$ cat config.mk
export PLATFORM = sky130hd
export DESIGN_NAME = hue_histogram_kth_bin
export DESIGN_NICKNAME = d
export VERILOG_FILES = /design/src/sv/hhkb_pkg.sv /design/src/sv/hue_histogram_kth_bin.sv
export SDC_FILE = /design/constraint.sdc
export NUM_CORES = 1
export LEC_CHECK = 0
export BUFFER_PORTS_ARGS = -buffer_cell sky130_fd_sc_hd__buf_4
export CAP_MARGIN = 25
export CORE_MARGIN = 5
export CORE_UTILIZATION = 60
export CTS_CLUSTER_DIAMETER = 120
export DETAILED_ROUTE_END_ITERATION = 6
export PLACE_DENSITY = 0.86
export SETUP_SLACK_MARGIN = 0.2
export SYNTH_ARGS = -nofsm -noshare
export SYNTH_HDL_FRONTEND = slang
export SYNTH_SLANG_ARGS = --single-unit
$ cat constraint.sdc
create_clock -name i_clk -period 15.6 [get_ports i_clk]
set_input_delay 1.56 -clock i_clk [delete_from_list [all_inputs] [get_ports i_clk]]
set_output_delay 1.56 -clock i_clk [all_outputs]
set_load 0.02 [all_outputs]
$ cat src/sv/hhkb_pkg.sv
// Shared types and constants for the hue histogram k-th bin selector.
package hhkb_pkg;

    localparam int DEF_NUM_BINS    = 30;
    localparam int DEF_HUE_RANGE   = 180;
    localparam int DEF_COUNT_WIDTH = 16;

    localparam int HUE_W   = 8;
    localparam int RANK_W  = 4;
    localparam int BIN_W   = 5;

    localparam logic [RANK_W-1:0] RANK_RESET = 4'd3;

    typedef struct packed {
        logic [HUE_W-1:0] hue;
        logic             stripe_end;
    } t_in_item;

    typedef struct packed {
        logic [BIN_W-1:0] bin_index;
        logic             count_saturated;
    } t_result;

    typedef enum logic [2:0] {
        S_IDLE,
        S_BIN,
        S_UPD,
        S_SCAN,
        S_DRAIN
    } t_state;

endpackage

$ cat src/sv/hue_histogram_kth_bin.sv
// Hue histogram with selection of the bin at a chosen rank of population.
//
// A word is taken when i_start is high and o_busy is low; o_busy then stays high until the
// word is fully handled. An ordinary pixel is handled in steps: the bin number is formed by a
// reciprocal multiplication, then the bin count is read from the count memory and written
// back. On a pixel marked as the stripe end the block then ranks the bins with a single
// comparator that walks the count memory once for each rank up to k, where k is the requested
// rank limited to 1..NUM_BINS. The result appears on o_result for exactly one cycle, marked
// by o_result_valid, and must be taken then: there is no way to hold it off. Bins and the
// saturation flag are cleared at once when the result is produced. The rank register may be
// written at any time while the block is not busy.
module hue_histogram_kth_bin
    import hhkb_pkg::*;
#(
    parameter int NUM_BINS    = DEF_NUM_BINS,
    parameter int HUE_RANGE   = DEF_HUE_RANGE,
    parameter int COUNT_WIDTH = DEF_COUNT_WIDTH
) (
    input  logic              i_clk,
    input  logic              i_rst_n,
    input  logic              i_start,
    input  t_in_item          i_item,
    output logic              o_busy,
    output logic              o_result_valid,
    output t_result           o_result,
    input  logic              i_cfg_wr_en,
    input  logic [RANK_W-1:0] i_cfg_wr_data
);

    localparam int IDX_W  = $clog2(NUM_BINS);
    localparam int PASS_W = $clog2(NUM_BINS + 1);
    localparam int NB_W   = $clog2(NUM_BINS + 1);
    localparam int PROD_W = HUE_W + NB_W;
    // Shift chosen so that the rounded-up reciprocal gives the exact quotient for every product.
    localparam int SHIFT  = PROD_W + 8;
    localparam longint RECIP_L = ((64'd1 << SHIFT) + HUE_RANGE - 1) / HUE_RANGE;
    localparam logic [SHIFT-1:0] RECIP = SHIFT'(RECIP_L);
    localparam logic [COUNT_WIDTH-1:0] COUNT_MAX = '1;
    localparam logic [IDX_W-1:0] LAST_IDX = IDX_W'(NUM_BINS - 1);

    t_state r_state, n_state;

    logic [RANK_W-1:0]      r_rank;
    logic [PROD_W+SHIFT-1:0] r_prod;
    logic                   r_last;
    logic [IDX_W-1:0]       r_bin;
    logic                   r_sat;

    logic [COUNT_WIDTH-1:0] r_mem [NUM_BINS];
    logic [NUM_BINS-1:0]    r_valid;
    logic [COUNT_WIDTH-1:0] r_rd_data;
    logic                   r_rd_valid;

    logic [IDX_W-1:0]       r_scan_idx;
    logic [IDX_W-1:0]       r_cmp_idx;
    logic                   r_cmp_en;
    logic [PASS_W-1:0]      r_pass;
    logic                   r_have_prev;
    logic [COUNT_WIDTH-1:0] r_prev_cnt;
    logic [IDX_W-1:0]       r_prev_idx;
    logic                   r_have_best;
    logic [COUNT_WIDTH-1:0] r_best_cnt;
    logic [IDX_W-1:0]       r_best_idx;

    logic                   r_res_valid;
    t_result                r_result;

    logic [PROD_W-1:0]      quot;
    logic [IDX_W-1:0]       bin_calc;
    logic [IDX_W-1:0]       rd_addr;
    logic [COUNT_WIDTH-1:0] cnt_rd;
    logic                   cnt_wr;
    logic                   cmp_do;
    logic                   pass_done;
    logic                   finish;
    logic                   accept;
    logic [PASS_W-1:0]      k_eff;
    logic                   eligible;
    logic                   better;
    logic                   take;
    logic [COUNT_WIDTH-1:0] n_best_cnt;
    logic [IDX_W-1:0]       n_best_idx;

    assign accept = i_start && (r_state == S_IDLE);

    // Bin number from the registered product, with out-of-range hues folded into the last bin.
    always_comb begin
        quot = PROD_W'(r_prod >> SHIFT);
        if (quot >= PROD_W'(NUM_BINS)) begin
            bin_calc = LAST_IDX;
        end else begin
            bin_calc = IDX_W'(quot);
        end
    end

    always_comb begin
        if (r_rank == '0) begin
            k_eff = PASS_W'(1);
        end else if (32'(r_rank) > NUM_BINS) begin
            k_eff = PASS_W'(NUM_BINS);
        end else begin
            k_eff = PASS_W'(r_rank);
        end
    end

    assign cnt_rd = r_rd_valid ? r_rd_data : '0;

    // A bin qualifies in this pass if it comes after the previous pick in the ranking order;
    // scanning upwards, a strictly larger count is needed to displace the current best.
    always_comb begin
        eligible = !r_have_prev || (cnt_rd < r_prev_cnt) ||
                   ((cnt_rd == r_prev_cnt) && (r_cmp_idx > r_prev_idx));
        better   = !r_have_best || (cnt_rd > r_best_cnt);
        take     = cmp_do && eligible && better;
        n_best_cnt = take ? cnt_rd : r_best_cnt;
        n_best_idx = take ? r_cmp_idx : r_best_idx;
    end

    always_comb begin
        n_state = r_state;
        unique case (r_state)
            S_IDLE: begin
                if (i_start) begin
                    n_state = S_BIN;
                end
            end
            S_BIN:   n_state = S_UPD;
            S_UPD:   n_state = r_last ? S_SCAN : S_IDLE;
            S_SCAN: begin
                if (r_scan_idx == LAST_IDX) begin
                    n_state = S_DRAIN;
                end
            end
            S_DRAIN: n_state = (r_pass == k_eff) ? S_IDLE : S_SCAN;
            default: n_state = S_IDLE;
        endcase
    end

    always_comb begin
        rd_addr   = r_bin;
        cnt_wr    = 1'b0;
        cmp_do    = 1'b0;
        pass_done = 1'b0;
        unique case (r_state)
            S_IDLE: ;
            S_BIN:  rd_addr = bin_calc;
            S_UPD:  cnt_wr  = (cnt_rd != COUNT_MAX);
            S_SCAN: begin
                rd_addr = r_scan_idx;
                cmp_do  = r_cmp_en;
            end
            S_DRAIN: begin
                cmp_do    = r_cmp_en;
                pass_done = 1'b1;
            end
            default: ;
        endcase
        finish = pass_done && (r_pass == k_eff);
    end

    // Count memory: one write and one registered read a cycle.
    always_ff @(posedge i_clk) begin
        if (cnt_wr) begin
            r_mem[r_bin] <= cnt_rd + 1'b1;
        end
        r_rd_data  <= r_mem[rd_addr];
        r_rd_valid <= r_valid[rd_addr];
    end

    always_ff @(posedge i_clk) begin
        if (!i_rst_n) begin
            r_state     <= S_IDLE;
            r_rank      <= RANK_RESET;
            r_valid     <= '0;
            r_sat       <= 1'b0;
            r_cmp_en    <= 1'b0;
            r_res_valid <= 1'b0;
        end else begin
            r_state     <= n_state;
            r_cmp_en    <= (r_state == S_SCAN);
            r_res_valid <= finish;
            if (i_cfg_wr_en) begin
                r_rank <= i_cfg_wr_data;
            end
            if (cnt_wr) begin
                r_valid[r_bin] <= 1'b1;
            end
            if ((r_state == S_UPD) && !cnt_wr) begin
                r_sat <= 1'b1;
            end
            if (finish) begin
                r_valid <= '0;
                r_sat   <= 1'b0;
            end
        end
    end

    always_ff @(posedge i_clk) begin
        if (accept) begin
            r_prod <= (PROD_W+SHIFT)'(PROD_W'(i_item.hue) * PROD_W'(NUM_BINS)) *
                      (PROD_W+SHIFT)'(RECIP);
            r_last <= i_item.stripe_end;
        end
        if (r_state == S_BIN) begin
            r_bin <= bin_calc;
        end
        if (r_state == S_SCAN) begin
            r_scan_idx <= r_scan_idx + 1'b1;
            r_cmp_idx  <= r_scan_idx;
        end
        r_best_cnt <= n_best_cnt;
        r_best_idx <= n_best_idx;
        if (take && !pass_done) begin
            r_have_best <= 1'b1;
        end
        if ((r_state == S_UPD) && r_last) begin
            r_pass      <= PASS_W'(1);
            r_have_prev <= 1'b0;
            r_have_best <= 1'b0;
            r_scan_idx  <= '0;
        end
        if (pass_done) begin
            r_prev_cnt  <= n_best_cnt;
            r_prev_idx  <= n_best_idx;
            r_have_prev <= 1'b1;
            r_have_best <= 1'b0;
            r_scan_idx  <= '0;
            r_pass      <= r_pass + 1'b1;
        end
        if (finish) begin
            r_result.bin_index       <= BIN_W'(n_best_idx);
            r_result.count_saturated <= r_sat;
        end
    end

    assign o_busy         = (r_state != S_IDLE);
    assign o_result_valid = r_res_valid;
    assign o_result       = r_result;

endmodule

# Word-level counts from Yosys, hierarchy flattened
# Memory sizes are Yosys's and may differ from the RTL's. A register that Yosys moved wholly into a read port is not among the register bits.
# Cells that the tools add are included.
# totals
register_bits	138
ram_bits	480
input_bits	17
output_inout_bits	8
wordCells	92
mem_count	1
# op_classes
n_addsub	3
mul	2
n_lt_le_gt_ge	7
eq_ne	10
n_mux	22
n_bitwise	2
reduce_logical	24
# memory_table
memory	words	width	rd	rd_clocked_by_memory_dff	wr	line	text
r_mem	30	16	1	1	1	hue_histogram_kth_bin.sv:49	logic [COUNT_WIDTH-1:0] r_mem [NUM_BINS];
# ops
cell	n
16-bit two-way mux	2
30-bit bitwise OR	1
12-bit by 14-bit multiplier with 26-bit output, second input constant	1
5-bit two-way mux	4
16-bit by 1-bit adder with 16-bit output, second input constant	1
16-bit == test	1
16-bit > comparator	1
16-bit less-than comparator	1
16-bit != test, second input constant	1
3-bit case mux with 5 select lines	1
5-bit by 6-bit less-than comparator with 1-bit output, second input constant	2
8-bit by 4-bit multiplier with 12-bit output, second input constant	1
5-bit by 1-bit adder with 5-bit output, second input constant	2
5-bit case mux with 2 select lines	1
1-bit logical AND	9
1-bit two-way mux	7
3-bit by 2-bit == test with 1-bit output, second input constant	2
6-bit by 5-bit greater-or-equal comparator with 1-bit output, second input constant	1
3-bit two-way mux	2
2-bit OR reduction	3
1-bit binary-select mux with 5-bit select	1
1-bit demux with 5-bit select	1
5-bit == test	1
5-bit == test, second input constant	1
15 further kinds	22

# Depth between registers and ports, before layout
# logic_depth
word_depth	7
depth_mapped	29
mapped_depth_nobuf	28

# Least setup slack after synthesis
# No wires, ideal clock.
# synth_timing
path_kind	input to register
from	input i_item[1] in the netlist's numbering
to	register r_prod[23] (data pin)
setup_time_ps	258
t_arrival_ps	8183
required_ps	15342
setup_slack_ps	7159
cell_stages	28
path_buffers	0
cell_sequence	fa_1 inv_1 fa_1 inv_1 ha_1 a21o_1 a21oi_1 o21a_1 o21ai_0 nand3_1 mux2_2 a2111o_1 ha_1 inv_1 ha_1 fa_1 inv_1 fa_1 fa_1 inv_1 ha_1 a211oi_1 nor2_1 o31a_1 o211ai_1 nand3b_1 a21oi_1 xnor2_1
# synth_between
elab_chain_len	2
# synth_lines
item	line	text
start: declaration	hue_histogram_kth_bin.sv:22	input t_in_item i_item,
8-bit by 4-bit multiplier with 12-bit output	hue_histogram_kth_bin.sv:200	r_prod <= (PROD_W+SHIFT)'(PROD_W'(i_item.hue) * PROD_W'(NUM_BINS)) *
12-bit by 14-bit multiplier with 26-bit output	hue_histogram_kth_bin.sv:200	
end signal: assignment	hue_histogram_kth_bin.sv:200	
end: declaration	hue_histogram_kth_bin.sv:44	logic [PROD_W+SHIFT-1:0] r_prod;
# No other way between the ends.
# A chain may end at the register's enable or synchronous reset.

# Final worst setup path
# layout_timing
from	input i_item[1] in the netlist's numbering
to	register r_prod[26] (data pin)
# Same word-level chain as after synthesis.

==> impl_results.md <==
- DRT Wirelength: 76930 µm
- Synth top cells by count: 529 x edfxtp_1, 270 x nand2_1, 151 x inv_1, 125 x ha_1, 95 x mux2i_1
- Crit path max-delay cell type: o41ai_1
- Clk Latency, worst-skew pair: around 600 ps
- Fill count: between 3000 and 4000
- Asr flop ratio synth: 0
- Average cell area after synthesis: approximately 13 µm²
- Synth area leader: edfxtp_1
- DRT iter0 DRCs: roughly 2700
- Worst path max stage delay: a little under 700 ps
- Largest net degree at the start of global routing: 85
- Die Wd: 231.0 µm
- Die area: about 0.053 mm²
- Hpwl dp: between 40000 and 50000 µm
- Min-delay worst type: register to register
- Top delay family on crit path: adder cells
- Worst Setup Path Type: input port to register
- Synth cell types: between 80 and 90
- Overall die height: about 230 µm
- Worst-path fanout max: 10
- Int Power: around 0.0043 W
- Synth Cell Area: approximately 0.029 mm²
- Failing checks: DRC
- All-Layer GR Usage: 0.2819
- Max_cap viols: 0
- # port buffers: 24
- Final Max Slew Viols: 0
- Post-route cell area: about 0.032 mm²
- Top cell type's share of synthesized area: 0.5421
- VDD IR-drop max: ~0.46 mV
- Fin crit share: 0.5611
- Drt pass-1 iters: 7
- PnR worst setup slack: 6847 ps
- Io pins: 25
- Critical path capture point type: register
- Seq cells post-synth: about 600
- First-pass GRT wire length: 116000 µm
- DRT antenna net count: 0
- Vias in the first global route: 19950
- Worst Path Arrival: approximately 9100 ps
- Initial antenna violation count: 0
- Worst-path clk slew: 60 ps
- Setup violators final: 0
- Htree depth: 2
- Dpl cell area: slightly above 0.03 mm²
- Clock network fraction of total power: 0.189
- Most common cell in the synthesized netlist: edfxtp_1
- Post-CTS Resized: 0
- Slew @ Worst Pin: 1090 ps
- Antenna cells: 0
- Crit path required time: around 16000 ps
- Post-synth EDFFs: 529
- CTS tree: yes
- Fin. Hold Viols: 0
- Worst setup SP type: input port
- Synth Warn #: 0
- CTS sink count: roughly 600
- Power density over cell area: between 200 and 250 mW/mm²
- Net Sw Frac: 0.4058
- Register area share after synthesis: 0.6002
- NetSw: between 0.002 and 0.003 W
- Fraction of layout cells with a size suffix above 1: 0.1156
- Syn Inst Count: between 2000 and 2500
- Skew final: 24.25 ps
- Root Buffer Master: clkbuf_16
- Via count: ~20000
- Postcts setup bufs: 0
- Grt ovf: 0
- Synth-to-Final Area Change: 10.14%
- Nets: roughly 2500
- Seq pwr share: 0.292
- Clock Path Buffers: 3
- Status: finished with violations
- Comb pwr share: 0.520
- Leakage: roughly 12 nW
- Site Rows: 81
- RSZ-0062 raised after global routing: false
- Primary FF master, synth: edfxtp_1
- Initial Util: 0.6023
- Fmax: approximately 110 MHz
- Main area contributors after synthesis: edfxtp_1 54%, dfxtp_1 5.8%, ha_1 5.3%
- Power, Total: 0.007293 W
- Tmin final: around 8800 ps
- Mapped Nets: 2498
- Per-cell routed wire length: roughly 26 µm
- Slew HR: 0.2733
- DRC viols: 1
- Core box area: 0.04865 mm²
- Gpl congestion: 0.9042
- CTS buffer count: 55
- CP Buf/Inv Count: 6
- Hold-fix buffers, CTS: 0
- Vias/cell: 6.665
- Setup Total Neg Slack: 0 ps
- Pre-CTS setup slack: between 6000 and 7000 ps
[power by group through the flow]
stage / Combinational [W] / Sequential [W] / Clock [W]
finish: 0.00379 / 0.00213 / 0.00137
global route: 0.00431 / 0.00213 / 0.00145
CTS: 0.00376 / 0.00213 / 0.00138
detailed placement: 0.00371 / 0.00216 / 0
global placement: 0.00351 / 0.00216 / 0
floorplan: 0.00273 / 0.00213 / 0
[flip-flops by register name (all words and copies together) (netlist names), 6 cells and up]
signal and count:
r_best_cnt 16, r_valid 30, r_prev_cnt 16, r_mem 480, o_result 6, r_prod 6, r_rd_data 16
[worst paths after layout]
check	start	end	slack [ps]	depth (start not counted)
worst max-delay path	i_item[1]	r_prod[26]$_DFFE_PP_	6850	28
worst min-delay path	r_valid[27]$_SDFFE_PP0P_	r_valid[27]$_SDFFE_PP0P_	470	1
worst max register to register	r_state[0]$_SDFFE_PN0P_	r_rd_data[6]$_DFF_P_	9950	9
worst min register to register	r_valid[27]$_SDFFE_PP0P_	r_valid[27]$_SDFFE_PP0P_	470	1
[area by class of cell]
cell class              instances  area [µm²]  share of cell area
inverters                     152       570.5             0.01768
clock buffers                  77        1572             0.04869
well taps                     622       778.2             0.02411
repair buffers                 97       850.8             0.02636
multi-input cells            1421       10650              0.3299
clock inverters                27       267.8            0.008296
flip-flops and latches        614       17590              0.5449
[cells in the final DEF (no fill, tap or decap), drive strengths merged, types with 32 or more instances in the layout]
cell type and instances:
o22ai 32, buf 94, o21a 34, inv 152, and3 71, nand3 93
a211oi 87, nand2 271, a31oi 41, ha 125, a21oi 53, nor2 98
clkbuf 80, dfxtp 85, fa 51, mux2i 95, edfxtp 529, mux2 33
[metal layers]
layer  vias up  global-route usage  wire length, µm
met5         -                   0                0
met4         0              0.1549             5181
met3       342             0.04723             8172
met2      1437              0.4681            36770
met1      9641              0.3560            26800
li1       8641                   -                -
[logic make-up (layout without fill, tap and decap cells)]
| group | count (synthesis) | count (layout) | share of synthesized area |
|---|---|---|---|
| AOI/OAI and AO/OA | 413 | 413 | 0.1021 |
| xor gates and xnor gates | 43 | 43 | 0.01311 |
| adders and majority gates | 176 | 176 | 0.08822 |
| and+or+nand+nor | 661 | 661 | 0.1087 |
| buffers and inverters | 270 | 353 | 0.04253 |
| muxes | 128 | 128 | 0.04513 |
| DFF | 614 | 614 | 0.6002 |
[per-stage QoR]
step / utilization / std cells / hold slack, ps
5_1_grt: 0.6634 / 3010 / 487.0
3_3_place_gp: 0.6212 / 2894 / 439.1
2_1_floorplan: - / 2305 / 409.0
6_report: 0.6634 / 3010 / 469.7
4_1_cts: 0.6605 / 3002 / 466.7
3_5_place_dp: 0.6227 / 2898 / 452.5
Note: power is estimated with default switching activity, not from simulation.
